===== src/rtl/bmcc_pkg.sv =====
// ----------------------------------------------------------------------------
// bmcc_pkg - blend mode channel combiner shared definitions
// Mode codes, pipeline control word and the overlay helper.
// ----------------------------------------------------------------------------
package bmcc_pkg;

	localparam int unsigned PixW = 8;
	localparam int unsigned ModeW = 5;
	localparam int unsigned DenW = 16;
	localparam int unsigned NumW = 24;
	localparam int unsigned ProdW = 16;

	localparam logic [PixW-1:0] PixMax = 8'd255;
	localparam logic [DenW-1:0] Den255 = 16'd255;
	localparam logic [DenW-1:0] Den255Sq = 16'd65025;

	typedef enum logic [ModeW-1:0] {
		BM_NORMAL     = 5'd0,
		BM_ADD        = 5'd1,
		BM_SUBTRACT   = 5'd2,
		BM_STAMP      = 5'd3,
		BM_DIFFERENCE = 5'd4,
		BM_NEGATION   = 5'd5,
		BM_MULTIPLY   = 5'd6,
		BM_DARKEN     = 5'd7,
		BM_LIGHTEN    = 5'd8,
		BM_DODGE      = 5'd9,
		BM_BURN       = 5'd10,
		BM_SCREEN     = 5'd11,
		BM_OVERLAY    = 5'd12,
		BM_HARDLIGHT  = 5'd13,
		BM_SOFTLIGHT  = 5'd14,
		BM_REFLECT    = 5'd15,
		BM_GLOW       = 5'd16,
		BM_FREEZE     = 5'd17,
		BM_HEAT       = 5'd18,
		BM_AND        = 5'd19,
		BM_OR         = 5'd20,
		BM_XOR        = 5'd21,
		BM_SHADOW     = 5'd22,
		BM_SYMOVL     = 5'd23
	} bm_mode_t;

	// result selection carried down the pipe with each word
	typedef struct packed {
		logic            is_div;
		logic            inv;
		logic            guard;
		logic            mul_b;
		logic [PixW-1:0] gval;
		logic [PixW-1:0] simple;
	} ctrl_t;

	typedef struct packed {
		ctrl_t            ctrl;
		logic [ProdW-1:0] num;
		logic [DenW-1:0]  den;
	} dec_t;

	// overlay from the two symmetric products a*b and (255-a)*(255-b)
	function automatic logic [PixW-1:0] ovl(input logic [PixW-1:0] x,
		input logic [ProdW-1:0] p_lo, input logic [ProdW-1:0] p_hi);
		logic [PixW-1:0] r;
		if (x[PixW-1]) begin
			r = PixMax - p_hi[14:7];
		end else begin
			r = p_lo[14:7];
		end
		return r;
	endfunction

endpackage


===== src/rtl/blend_mode_channel_combiner_top.sv =====
// ----------------------------------------------------------------------------
// blend_mode_channel_combiner_top - per-channel image blend pipeline
// Seven register stages: input, decode/products, numerator, four divide stages.
// ----------------------------------------------------------------------------
// Throughput: one word per cycle while the output is not stalled; set by the
// seven-stage pipeline, whose divider resolves two quotient bits per stage.
// Empty stages close up under output stall, so input keeps flowing into bubbles.
// Reset clears all stage valid bits and sets blend_mode to normal.
module blend_mode_channel_combiner_top (
	input  logic                        clk,
	input  logic                        arst_n,
	input  logic                        cfg_we,
	input  logic [bmcc_pkg::ModeW-1:0]  cfg_wdata,
	input  logic                        in_valid,
	output logic                        in_stall,
	input  logic [bmcc_pkg::PixW-1:0]   base_value,
	input  logic [bmcc_pkg::PixW-1:0]   overlay_value,
	output logic                        out_valid,
	input  logic                        out_stall,
	output logic [bmcc_pkg::PixW-1:0]   blended_value
);
	import bmcc_pkg::*;

	logic [ModeW-1:0] blend_mode_q;
	logic [7:1]       v, en;

	logic [ModeW-1:0] mode_s1;
	logic [PixW-1:0]  a_s1, b_s1, b_s2;
	dec_t             dec, dec_s2;
	ctrl_t            ctrl_s3, ctrl_s4, ctrl_s5, ctrl_s6, ctrl_s7;
	logic [NumW-1:0]  num_s3, rem_s4, rem_s5, rem_s6, rem_s7;
	logic [DenW-1:0]  den_s3, den_s4, den_s5, den_s6, den_s7;
	logic             sat_s4, sat_s5, sat_s6, sat_s7;
	logic [PixW-1:0]  q_s4, q_s5, q_s6, q_s7;
	logic [NumW-1:0]  num3_c, rem4_c, rem5_c, rem6_c, rem7_c;
	logic [PixW-1:0]  q4_c, q5_c, q6_c, q7_c, qc, res;
	logic             sat3_c;

	always_ff @(posedge clk or negedge arst_n) begin
		if (!arst_n) begin
			blend_mode_q <= BM_NORMAL;
		end else if (cfg_we) begin
			blend_mode_q <= cfg_wdata;
		end
	end

	// a stage moves when empty or when the one after it moves
	always_comb begin
		en[7] = !v[7] || !out_stall;
		for (int k = 6; k >= 1; k--) begin
			en[k] = !v[k] || en[k+1];
		end
	end
	assign in_stall = !en[1];

	always_ff @(posedge clk or negedge arst_n) begin
		if (!arst_n) begin
			v <= '0;
		end else begin
			if (en[1]) v[1] <= in_valid;
			for (int k = 2; k <= 7; k++) begin
				if (en[k]) v[k] <= v[k-1];
			end
		end
	end

	bmcc_decode u_decode (
		.mode (mode_s1),
		.a    (a_s1),
		.b    (b_s1),
		.dec  (dec)
	);

	always_comb begin
		num3_c = dec_s2.ctrl.mul_b ? NumW'(dec_s2.num) * NumW'(b_s2) : NumW'(dec_s2.num);
		sat3_c = num_s3 >= {den_s3, 8'd0};
	end

	bmcc_div_step2 u_div4 (.step_hi(3'd7), .rem_in(num_s3), .den(den_s3), .q_in('0),
		.rem_out(rem4_c), .q_out(q4_c));
	bmcc_div_step2 u_div5 (.step_hi(3'd5), .rem_in(rem_s4), .den(den_s4), .q_in(q_s4),
		.rem_out(rem5_c), .q_out(q5_c));
	bmcc_div_step2 u_div6 (.step_hi(3'd3), .rem_in(rem_s5), .den(den_s5), .q_in(q_s5),
		.rem_out(rem6_c), .q_out(q6_c));
	bmcc_div_step2 u_div7 (.step_hi(3'd1), .rem_in(rem_s6), .den(den_s6), .q_in(q_s6),
		.rem_out(rem7_c), .q_out(q7_c));

	always_comb begin
		qc = sat_s6 ? PixMax : q7_c;
		if (!ctrl_s6.is_div) res = ctrl_s6.simple;
		else if (ctrl_s6.guard) res = ctrl_s6.gval;
		else if (ctrl_s6.inv) res = PixMax - qc;
		else res = qc;
	end

	always_ff @(posedge clk) begin
		if (en[1]) begin
			mode_s1 <= blend_mode_q;
			a_s1 <= base_value;
			b_s1 <= overlay_value;
		end
		if (en[2]) begin
			dec_s2 <= dec;
			b_s2 <= b_s1;
		end
		if (en[3]) begin
			ctrl_s3 <= dec_s2.ctrl;
			num_s3 <= num3_c;
			den_s3 <= dec_s2.den;
		end
		if (en[4]) begin
			ctrl_s4 <= ctrl_s3;
			den_s4 <= den_s3;
			sat_s4 <= sat3_c;
			rem_s4 <= rem4_c;
			q_s4 <= q4_c;
		end
		if (en[5]) begin
			ctrl_s5 <= ctrl_s4;
			den_s5 <= den_s4;
			sat_s5 <= sat_s4;
			rem_s5 <= rem5_c;
			q_s5 <= q5_c;
		end
		if (en[6]) begin
			ctrl_s6 <= ctrl_s5;
			den_s6 <= den_s5;
			sat_s6 <= sat_s5;
			rem_s6 <= rem6_c;
			q_s6 <= q6_c;
		end
		if (en[7]) begin
			ctrl_s7 <= ctrl_s6;
			den_s7 <= den_s6;
			sat_s7 <= sat_s6;
			rem_s7 <= rem7_c;
			q_s7 <= res;
		end
	end

	assign out_valid = v[7];
	assign blended_value = q_s7;

	// input only backs up when the whole pipe is full and the output is held
	a_full_when_stalled: assert property (@(posedge clk) disable iff (!arst_n)
		in_stall |-> (out_valid && out_stall && (&v)))
		else $error("input stalled with room in pipe");

	// no quotient overflow past the first divide stage
	a_rem_s4: assert property (@(posedge clk) disable iff (!arst_n)
		(v[4] && ctrl_s4.is_div && !sat_s4) |-> (rem_s4 < (NumW'(den_s4) << 6)))
		else $error("divide remainder out of range at stage 4");

	// final remainder below divisor
	a_rem_s7: assert property (@(posedge clk) disable iff (!arst_n)
		(v[7] && ctrl_s7.is_div && !sat_s7) |-> (rem_s7 < NumW'(den_s7)))
		else $error("divide remainder out of range at output");

	// a zero divisor only reaches the output under a guard or saturation
	a_den_zero: assert property (@(posedge clk) disable iff (!arst_n)
		(v[7] && ctrl_s7.is_div && den_s7 == '0) |-> (ctrl_s7.guard || sat_s7))
		else $error("unguarded zero divisor");

endmodule


===== src/rtl/bmcc_decode.sv =====
// ----------------------------------------------------------------------------
// bmcc_decode - mode decode and first products
// Computes the direct modes and sets up numerator and divisor for the rest.
// ----------------------------------------------------------------------------
module bmcc_decode (
	input  logic [bmcc_pkg::ModeW-1:0] mode,
	input  logic [bmcc_pkg::PixW-1:0]  a,
	input  logic [bmcc_pkg::PixW-1:0]  b,
	output bmcc_pkg::dec_t             dec
);
	import bmcc_pkg::*;

	logic [PixW-1:0]  na, nb, sq_op, o_ab, o_ba;
	logic [ProdW-1:0] p_lo, p_hi, p_sq;
	logic [PixW:0]    sum, stamp_t, b2, stamp_d, sym;

	always_comb begin
		na = PixMax - a;
		nb = PixMax - b;
		case (bm_mode_t'(mode))
			BM_GLOW:    sq_op = b;
			BM_FREEZE:  sq_op = na;
			BM_HEAT:    sq_op = nb;
			default:    sq_op = a;
		endcase
		p_lo = ProdW'(a) * ProdW'(b);
		p_hi = ProdW'(na) * ProdW'(nb);
		p_sq = ProdW'(sq_op) * ProdW'(sq_op);
		o_ab = ovl(a, p_lo, p_hi);
		o_ba = ovl(b, p_lo, p_hi);
		sum = {1'b0, a} + {1'b0, b};
		stamp_t = {1'b1, a};
		b2 = {b, 1'b0};
		stamp_d = stamp_t - b2;
		sym = {1'b0, o_ab} + {1'b0, o_ba};

		dec = '0;
		dec.den = Den255;
		case (bm_mode_t'(mode))
			BM_NORMAL, BM_SOFTLIGHT: dec.ctrl.simple = b;
			BM_ADD:        dec.ctrl.simple = sum[PixW] ? PixMax : sum[PixW-1:0];
			BM_SUBTRACT:   dec.ctrl.simple = (a > b) ? a - b : '0;
			BM_STAMP: begin
				if (stamp_t <= b2) dec.ctrl.simple = '0;
				else dec.ctrl.simple = stamp_d[PixW] ? PixMax : stamp_d[PixW-1:0];
			end
			BM_DIFFERENCE: dec.ctrl.simple = (a > b) ? a - b : b - a;
			BM_NEGATION: begin
				if (sum > 9'd255) dec.ctrl.simple = PixW'(9'd510 - sum);
				else dec.ctrl.simple = sum[PixW-1:0];
			end
			BM_DARKEN:     dec.ctrl.simple = (a < b) ? a : b;
			BM_LIGHTEN:    dec.ctrl.simple = (a > b) ? a : b;
			BM_OVERLAY:    dec.ctrl.simple = o_ab;
			BM_HARDLIGHT:  dec.ctrl.simple = o_ba;
			BM_AND:        dec.ctrl.simple = a & b;
			BM_OR:         dec.ctrl.simple = a | b;
			BM_XOR:        dec.ctrl.simple = a ^ b;
			BM_SYMOVL:     dec.ctrl.simple = sym[PixW:1];
			BM_MULTIPLY: begin
				dec.ctrl.is_div = 1'b1;
				dec.num = p_lo;
			end
			BM_SCREEN: begin
				dec.ctrl.is_div = 1'b1;
				dec.ctrl.inv = 1'b1;
				dec.num = p_hi;
			end
			BM_DODGE: begin
				dec.ctrl.is_div = 1'b1;
				dec.ctrl.guard = (b == PixMax);
				dec.ctrl.gval = PixMax;
				dec.num = {a, 8'd0} - ProdW'(a);
				dec.den = DenW'(nb);
			end
			BM_BURN: begin
				dec.ctrl.is_div = 1'b1;
				dec.ctrl.inv = 1'b1;
				dec.ctrl.guard = (b == '0);
				dec.num = {na, 8'd0} - ProdW'(na);
				dec.den = DenW'(b);
			end
			BM_REFLECT: begin
				dec.ctrl.is_div = 1'b1;
				dec.ctrl.guard = (b == PixMax);
				dec.ctrl.gval = PixMax;
				dec.num = p_sq;
				dec.den = DenW'(nb);
			end
			BM_GLOW: begin
				dec.ctrl.is_div = 1'b1;
				dec.ctrl.guard = (a == PixMax);
				dec.ctrl.gval = PixMax;
				dec.num = p_sq;
				dec.den = DenW'(na);
			end
			BM_FREEZE: begin
				dec.ctrl.is_div = 1'b1;
				dec.ctrl.inv = 1'b1;
				dec.ctrl.guard = (b == '0);
				dec.num = p_sq;
				dec.den = DenW'(b);
			end
			BM_HEAT: begin
				dec.ctrl.is_div = 1'b1;
				dec.ctrl.inv = 1'b1;
				dec.ctrl.guard = (a == '0);
				dec.num = p_sq;
				dec.den = DenW'(a);
			end
			BM_SHADOW: begin
				dec.ctrl.is_div = 1'b1;
				dec.ctrl.mul_b = 1'b1;
				dec.num = p_sq;
				dec.den = Den255Sq;
			end
			default:       dec.ctrl.simple = a;
		endcase
	end

endmodule


===== src/rtl/bmcc_div_step2.sv =====
// ----------------------------------------------------------------------------
// bmcc_div_step2 - two restoring division steps
// Develops quotient bits hi and hi-1 of a quotient known to be below 256.
// ----------------------------------------------------------------------------
module bmcc_div_step2 (
	input  logic [2:0]                 step_hi,
	input  logic [bmcc_pkg::NumW-1:0]  rem_in,
	input  logic [bmcc_pkg::DenW-1:0]  den,
	input  logic [bmcc_pkg::PixW-1:0]  q_in,
	output logic [bmcc_pkg::NumW-1:0]  rem_out,
	output logic [bmcc_pkg::PixW-1:0]  q_out
);
	import bmcc_pkg::*;

	logic [NumW-1:0] d_hi, d_lo, rem_mid;
	logic [2:0]      step_lo;
	logic [PixW-1:0] q_mid;

	always_comb begin
		step_lo = step_hi - 3'd1;
		d_hi = NumW'(den) << step_hi;
		d_lo = NumW'(den) << step_lo;
		rem_mid = rem_in;
		q_mid = q_in;
		if (rem_in >= d_hi) begin
			rem_mid = rem_in - d_hi;
			q_mid[step_hi] = 1'b1;
		end
		rem_out = rem_mid;
		q_out = q_mid;
		if (rem_mid >= d_lo) begin
			rem_out = rem_mid - d_lo;
			q_out[step_lo] = 1'b1;
		end
	end

endmodule


===== config.mk =====
export PLATFORM = sky130hd
export DESIGN_NAME = blend_mode_channel_combiner_top
export DESIGN_NICKNAME = d
export VERILOG_FILES = /design/src/rtl/bmcc_pkg.sv /design/src/rtl/blend_mode_channel_combiner_top.sv /design/src/rtl/bmcc_decode.sv /design/src/rtl/bmcc_div_step2.sv
export SDC_FILE = /design/constraint.sdc
export NUM_CORES = 2
export LEC_CHECK = 0
export ABC_AREA = 1
export BUFFER_PORTS_ARGS = -buffer_cell sky130_fd_sc_hd__buf_4
export CAP_MARGIN = 15
export CORE_MARGIN = 8
export CORE_UTILIZATION = 60
export CTS_CLUSTER_SIZE = 14
export DETAILED_ROUTE_END_ITERATION = 8
export HOLD_SLACK_MARGIN = 0.1
export PLACE_DENSITY = 0.79
export SLEW_MARGIN = 20
export SYNTH_ARGS = -nofsm -noshare
export SYNTH_HDL_FRONTEND = slang
export SYNTH_SLANG_ARGS = --single-unit

===== constraint.sdc =====
create_clock -name clk -period 11.1 [get_ports clk]
set_clock_uncertainty 0.15 [all_clocks]
set_input_delay 1.11 -clock clk [delete_from_list [all_inputs] [get_ports clk]]
set_output_delay 1.11 -clock clk [all_outputs]
set_load 0.02 [all_outputs]

# == Word level (Yosys, flattened, before mapping) ==
# Cells that the tools add are included.
# word_totals
reg_bits,364
input_bits,26
out_inout_bits,10
elab_cells,185
# op_classes
n_addsub,19
multipliers,4
magnitude_cmp,13
eq_ne,25
muxes,36
bitwise_logic,3
reduce_logical,26
# op_table
operator,count
two-way mux 24 bit,7
case mux 16 bit (5 select lines),2
two-way mux 8 bit,16
case mux 8 bit (15 select lines),1
multiplier 8 x 8 -> 16 bit,3
"== test 5 x 4 -> 1 bit, second input constant",8
"== test 5 bit, second input constant",8
"subtractor 8 bit, first input constant",5
subtractor 16 x 8 -> 16 bit,2
>= comparator 24 x 16 -> 1 bit,1
>= comparator 24 x 17 -> 1 bit,1
>= comparator 24 x 18 -> 1 bit,1
>= comparator 24 x 19 -> 1 bit,1
>= comparator 24 x 20 -> 1 bit,1
>= comparator 24 x 21 -> 1 bit,1
>= comparator 24 x 22 -> 1 bit,1
>= comparator 24 x 23 -> 1 bit,1
>= comparator 24 bit,1
multiplier 16 x 8 -> 24 bit,1
case mux 8 bit (3 select lines),1
subtractor 24 x 17 -> 24 bit,1
subtractor 24 x 18 -> 24 bit,1
subtractor 24 x 19 -> 24 bit,1
subtractor 24 x 20 -> 24 bit,1
32 further kinds,59

# == Depth between registers and ports, before layout ==
# logic_depth
word_depth,9
depth_mapped,35

# == Hierarchy ==
# Synthesis repeated with hierarchy kept, for this count alone.
# unflattened
cells_unflattened,6547
hier_area_um2,45930.3
# by_module_without_submodules
module,n_inst,cells_each,area_per_inst_um2,seq_area_each_um2
blend_mode_channel_combiner_top,1,1310,16738.6,10870.4
bmcc_div_step2 (u_div4 ...),3,849,4464.3,0.0
bmcc_decode,1,1811,11213.3,0.0
bmcc_div_step2 (u_div7),1,879,4585.6,0.0

# == Least setup slack after synthesis ==
# Ideal clock, no wire load.
# synth_path
path_type,input -> output
startpoint,in out_stall
endpoint,out in_stall
arrival_ps,7124
required_time_ps,9840
path_slack_ps,2716
stages,12
path_buffers,0
path_cell_list,nand2_1 > nor2_1 > inv_1 > nor2_1 > inv_1 > nor2_1 > inv_1 > nor2_1 > inv_1 > nor2_1 > inv_1 > nor2_1
# synth_via
elab_chain_len,9
# synth_lines
element,line_no,rtl
"start, declared",blend_mode_channel_combiner_top.sv:19,"input logic out_stall,"
logical NOT 1 bit,blend_mode_channel_combiner_top.sv:49,en[7] = !v[7] || !out_stall;
logical OR 1 bit,blend_mode_channel_combiner_top.sv:49,
logical OR 1 bit,blend_mode_channel_combiner_top.sv:51,en[k] = !v[k] || en[k+1];
"via en, one bit",blend_mode_channel_combiner_top.sv:25,"logic [7:1] v, en;"
logical OR 1 bit,blend_mode_channel_combiner_top.sv:51,
"via en, one bit",blend_mode_channel_combiner_top.sv:25,
logical OR 1 bit,blend_mode_channel_combiner_top.sv:51,
"via en, one bit",blend_mode_channel_combiner_top.sv:25,
logical OR 1 bit,blend_mode_channel_combiner_top.sv:51,
"via en, one bit",blend_mode_channel_combiner_top.sv:25,
logical OR 1 bit,blend_mode_channel_combiner_top.sv:51,
"via en, one bit",blend_mode_channel_combiner_top.sv:25,
logical OR 1 bit,blend_mode_channel_combiner_top.sv:51,
logical NOT 1 bit,blend_mode_channel_combiner_top.sv:54,assign in_stall = !en[1];
"end, declared",blend_mode_channel_combiner_top.sv:15,"output logic in_stall,"
# The timed path passes the listed nets, and every way through them passes these cells.

==> run_results.csv <==
group,metric,value,unit
critical_path,critPathArrivalTime,7.16,ns
detailed_routing,vias,28800,
clock_tree,post_cts_resize_count,0,
hold_path,min_path_type,"input port to asynchronous set/reset pin",
detailed_routing,drtIter0Drc,2686,
critical_path,cpMostUsedCell,"nand2_1",
timing,finalHoldViolations,0,
finish,nNetsFinal,4868,
finish,antenna_cells,0,
clock_tree,cts_hold_buf,0,
critical_path,critPathSlowestCell,"nor2_1",
critical_path,critPathRequiredTime,11.24,ns
clock_tree,cts_setup_buffers,0,
detailed_routing,via_per_inst,5.73,
floorplanning,fp.dieW,249,um
global_routing,grt_pass1_wl,148000,um
clock_tree,cts_tree,"done",
clock_tree,cts_buffers,34,
clock_tree,numClockSinks,282,
timing,fmax,0.142,GHz
logic_synthesis,ys.flop_type,"edfxtp_1",
timing,setup-violations-final,0,
critical_path,rr_worst_depth,31,
detailed_routing,antenna_left,0,
status,outcome,"finished, final reports clean",
logic_synthesis,ys_seq_area_share,25.8,%
critical_path,ff2ff_setup_slack,4.08,ns
floorplanning,pin_count,36,
finish,drive_gt1_share,5.09,%
placed_design,port_buffers,35,
finish,n_fill_cell,4718,
critical_path,r2r-end,"dec_s2[28]",
timing,tightest_slew,1.15,ns
critical_path,worstReg2RegStart,"mode_s1[2]",
placed_design,post-dp-hpwl,72400,um
finish,syn_to_final_growth,6.45,%
logic_synthesis,syn_nets,4885,
timing,maxSlewHeadroom,23.2,%
placed_design,dp.cells,4972,
global_routing,antenna_found_initial,2,
logic_synthesis,synthCells,4329,
global_routing,grt_usage,29.4,%
timing,timing.final.max_slew_violations,0,
logic_synthesis,synth_edf_count,270,
detailed_routing,drt_pass1_iterations,9,
timing,rsz0062_at_grt,"false",
logic_synthesis,ys_ff_latch,282,
logic_synthesis,yosysUniqueCellTypes,71,
global_routing,grt_pass1_vias,27900,
finish,fin_cells,5034,
logic_synthesis,netlist_area,32600,sq um
timing,fin_crit,7.02,ns
timing,fin_crit_sh,63.3,%
run,maxCapViolCount,0,
critical_path,slowest_delay,0.86,ns
global_routing,grt_max_degree,55,
detailed_routing,post-route-drc-count,0,
floorplanning,core_region_area,53700,sq um
floorplanning,placementRows,85,
critical_path,path_max_fanout,16,
clock_tree,clockRootBuffer,"clkbuf_16",
critical_path,crit_path_end,"dec_s2[28]",
critical_path,crit_path_end_kind,"flip-flop",
timing,tns,0,ns
detailed_routing,routed_wl,92800,um
clock_tree,cts_buffer_depth,3,
clock_tree,htree_num_levels,2,
floorplanning,die_area,62000,sq um
placed_design,gp_congestion,1.08,
floorplanning,die_y,249,um
detailed_routing,wl_per_cell,18.4,um
logic_synthesis,async_reset_ff_share,4.26,%
clock_tree,clkTransAtPathRegs,0.06,ns
clock_tree,clk_latency,0.56,ns
logic_synthesis,postSynthAreaPerCell,7.52,sq um
floorplanning,start_util,60.6,%
global_routing,overflow,0,
critical_path,crit_start,"mode_s1[2]",
logic_synthesis,ys_warn_count,0,
critical_path,critPathLaunchType,"flip-flop",
critical_path,crit_type,"flip-flop to flip-flop",
finish,fin_util,64.5,%
per-stage QoR:
stage	area (sq um)	setup WS, ns	hold slack (ns)
final	34700	4.08	0.242
after global routing	34700	3.52	0.238
after CTS	34700	4.21	0.226
after detailed placement	33400	4.25	0.255
after global placement	33400	4.40	0.250
after floorplan	32600	2.72	0.250
Yosys cell counts (4+ instances only):
master     number  area (sq um)
nand2_1      1063          3990
inv_1         779          2920
nor2_1        367          1380
ha_1          337          4220
edfxtp_1      270          8110
a21oi_1       231          1160
o21ai_0       223          1120
fa_1          193          3860
nand3_1       189           946
xor2_1         96           841
clkbuf_1       89           334
nand4_1        52           325
nor3_1         41           205
xnor2_1        40           350
o211ai_1       30           225
o21ai_1        28           140
or2_2          22           138
a31oi_1        17           106
nor4_1         15          93.8
o21a_1         15           113
o22ai_1        15          93.8
nand2_2        14          87.6
o2111ai_1      13           114
a21o_1         12          90.1
dfrtp_1        12           300
o21ai_2        11          96.3
buf_1          10          37.5
nand2_4        10           113
nand3b_1       10          75.1
o21bai_1       10          75.1
inv_2           9          33.8
a211oi_1        7          52.6
buf_2           7          35.0
nor3b_1         7          52.6
o31ai_1         7          52.6
nor2_2          6          37.5
a221oi_1        5          43.8
buf_4           5          37.5
clkinv_1        5          18.8
mux2_2          5          56.3
o221ai_1        5          43.8
a21boi_0        4          30.0
nor3_2          4          40.0
flip-flops by register name (all words and copies together), names as in the netlist, 12 cells and up:
register,flops
ctrl_s3,12
ctrl_s4,12
rem_s5,24
num_s3,24
rem_s4,24
dec_s2,38
rem_s6,24
ctrl_s5,12
ctrl_s6,12
routing by layer:
layer	global-route usage [%]	vias to the layer above	part of all wire, %
li1	-	13900	-
met1	37.7	13400	41
met2	48.9	1252	46
met3	4.28	296	8.0
met4	13.4	0	4.9
met5	0	-	0
critical path, delay by kind of cell, from the launching register on:
family,cells,cell delay (ns)
and+or+nand+nor,14,2.56
adders and majority gates,5,2.32
AOI/OAI and AO/OA,6,0.70
buffers and inverters,6,0.58
DFF,1,0.44
final cells by class:
| cell class | instances | area [sq um] | area share [%] |
|---|---|---|---|
| multi-input cells | 3135 | 20700 | 59.6 |
| well taps | 696 | 871 | 2.51 |
| repair buffers | 64 | 480 | 1.39 |
| clock buffers | 39 | 870 | 2.51 |
| inverters | 795 | 2990 | 8.62 |
| clock inverters | 23 | 399 | 1.15 |
| flip-flops and latches | 282 | 8410 | 24.3 |
cell families after synthesis:
kind of cell	synth area share (%)
compound gates	11.3
xor+xnor	3.66
fa+ha+maj	24.8
buf+inv	10.8
flops	25.8
mux	0.173
simple gates	23.4
layout by cell type (no fill, tap or decap), types with 15 or more instances in the layout:
master / n
a31oi_1: 17
xor2_1: 96
fa_1: 193
xnor2_1: 40
a21oi_1: 231
o21ai_1: 28
o22ai_1: 15
buf_4: 64
ha_1: 337
edfxtp_1: 270
nand3_1: 189
nor2_1: 367
inv_2: 15
nor3_1: 40
or2_2: 22
o211ai_1: 30
o21ai_0: 223
nor4_1: 15
nand4_1: 52
nand2_1: 1063
inv_1: 773
o21a_1: 15
clkbuf_16: 34
worst min path at each step:
| stage | start | to | cells after the start |
|---|---|---|---|
| finish | arst_n | v[6] | 1 |
| detailed placement | dec_s2[35] | ctrl_s3[3] | 0 |
| global placement | ctrl_s3[6] | ctrl_s4[6] | 0 |
| global route | arst_n | v[6] | 1 |
| floorplan | dec_s2[32] | ctrl_s3[0] | 0 |
| CTS | arst_n | v[6] | 1 |
Power is left out: the tool's default activity adds up to more than one toggle a clock period on the data nets, which glitch-free logic cannot reach.
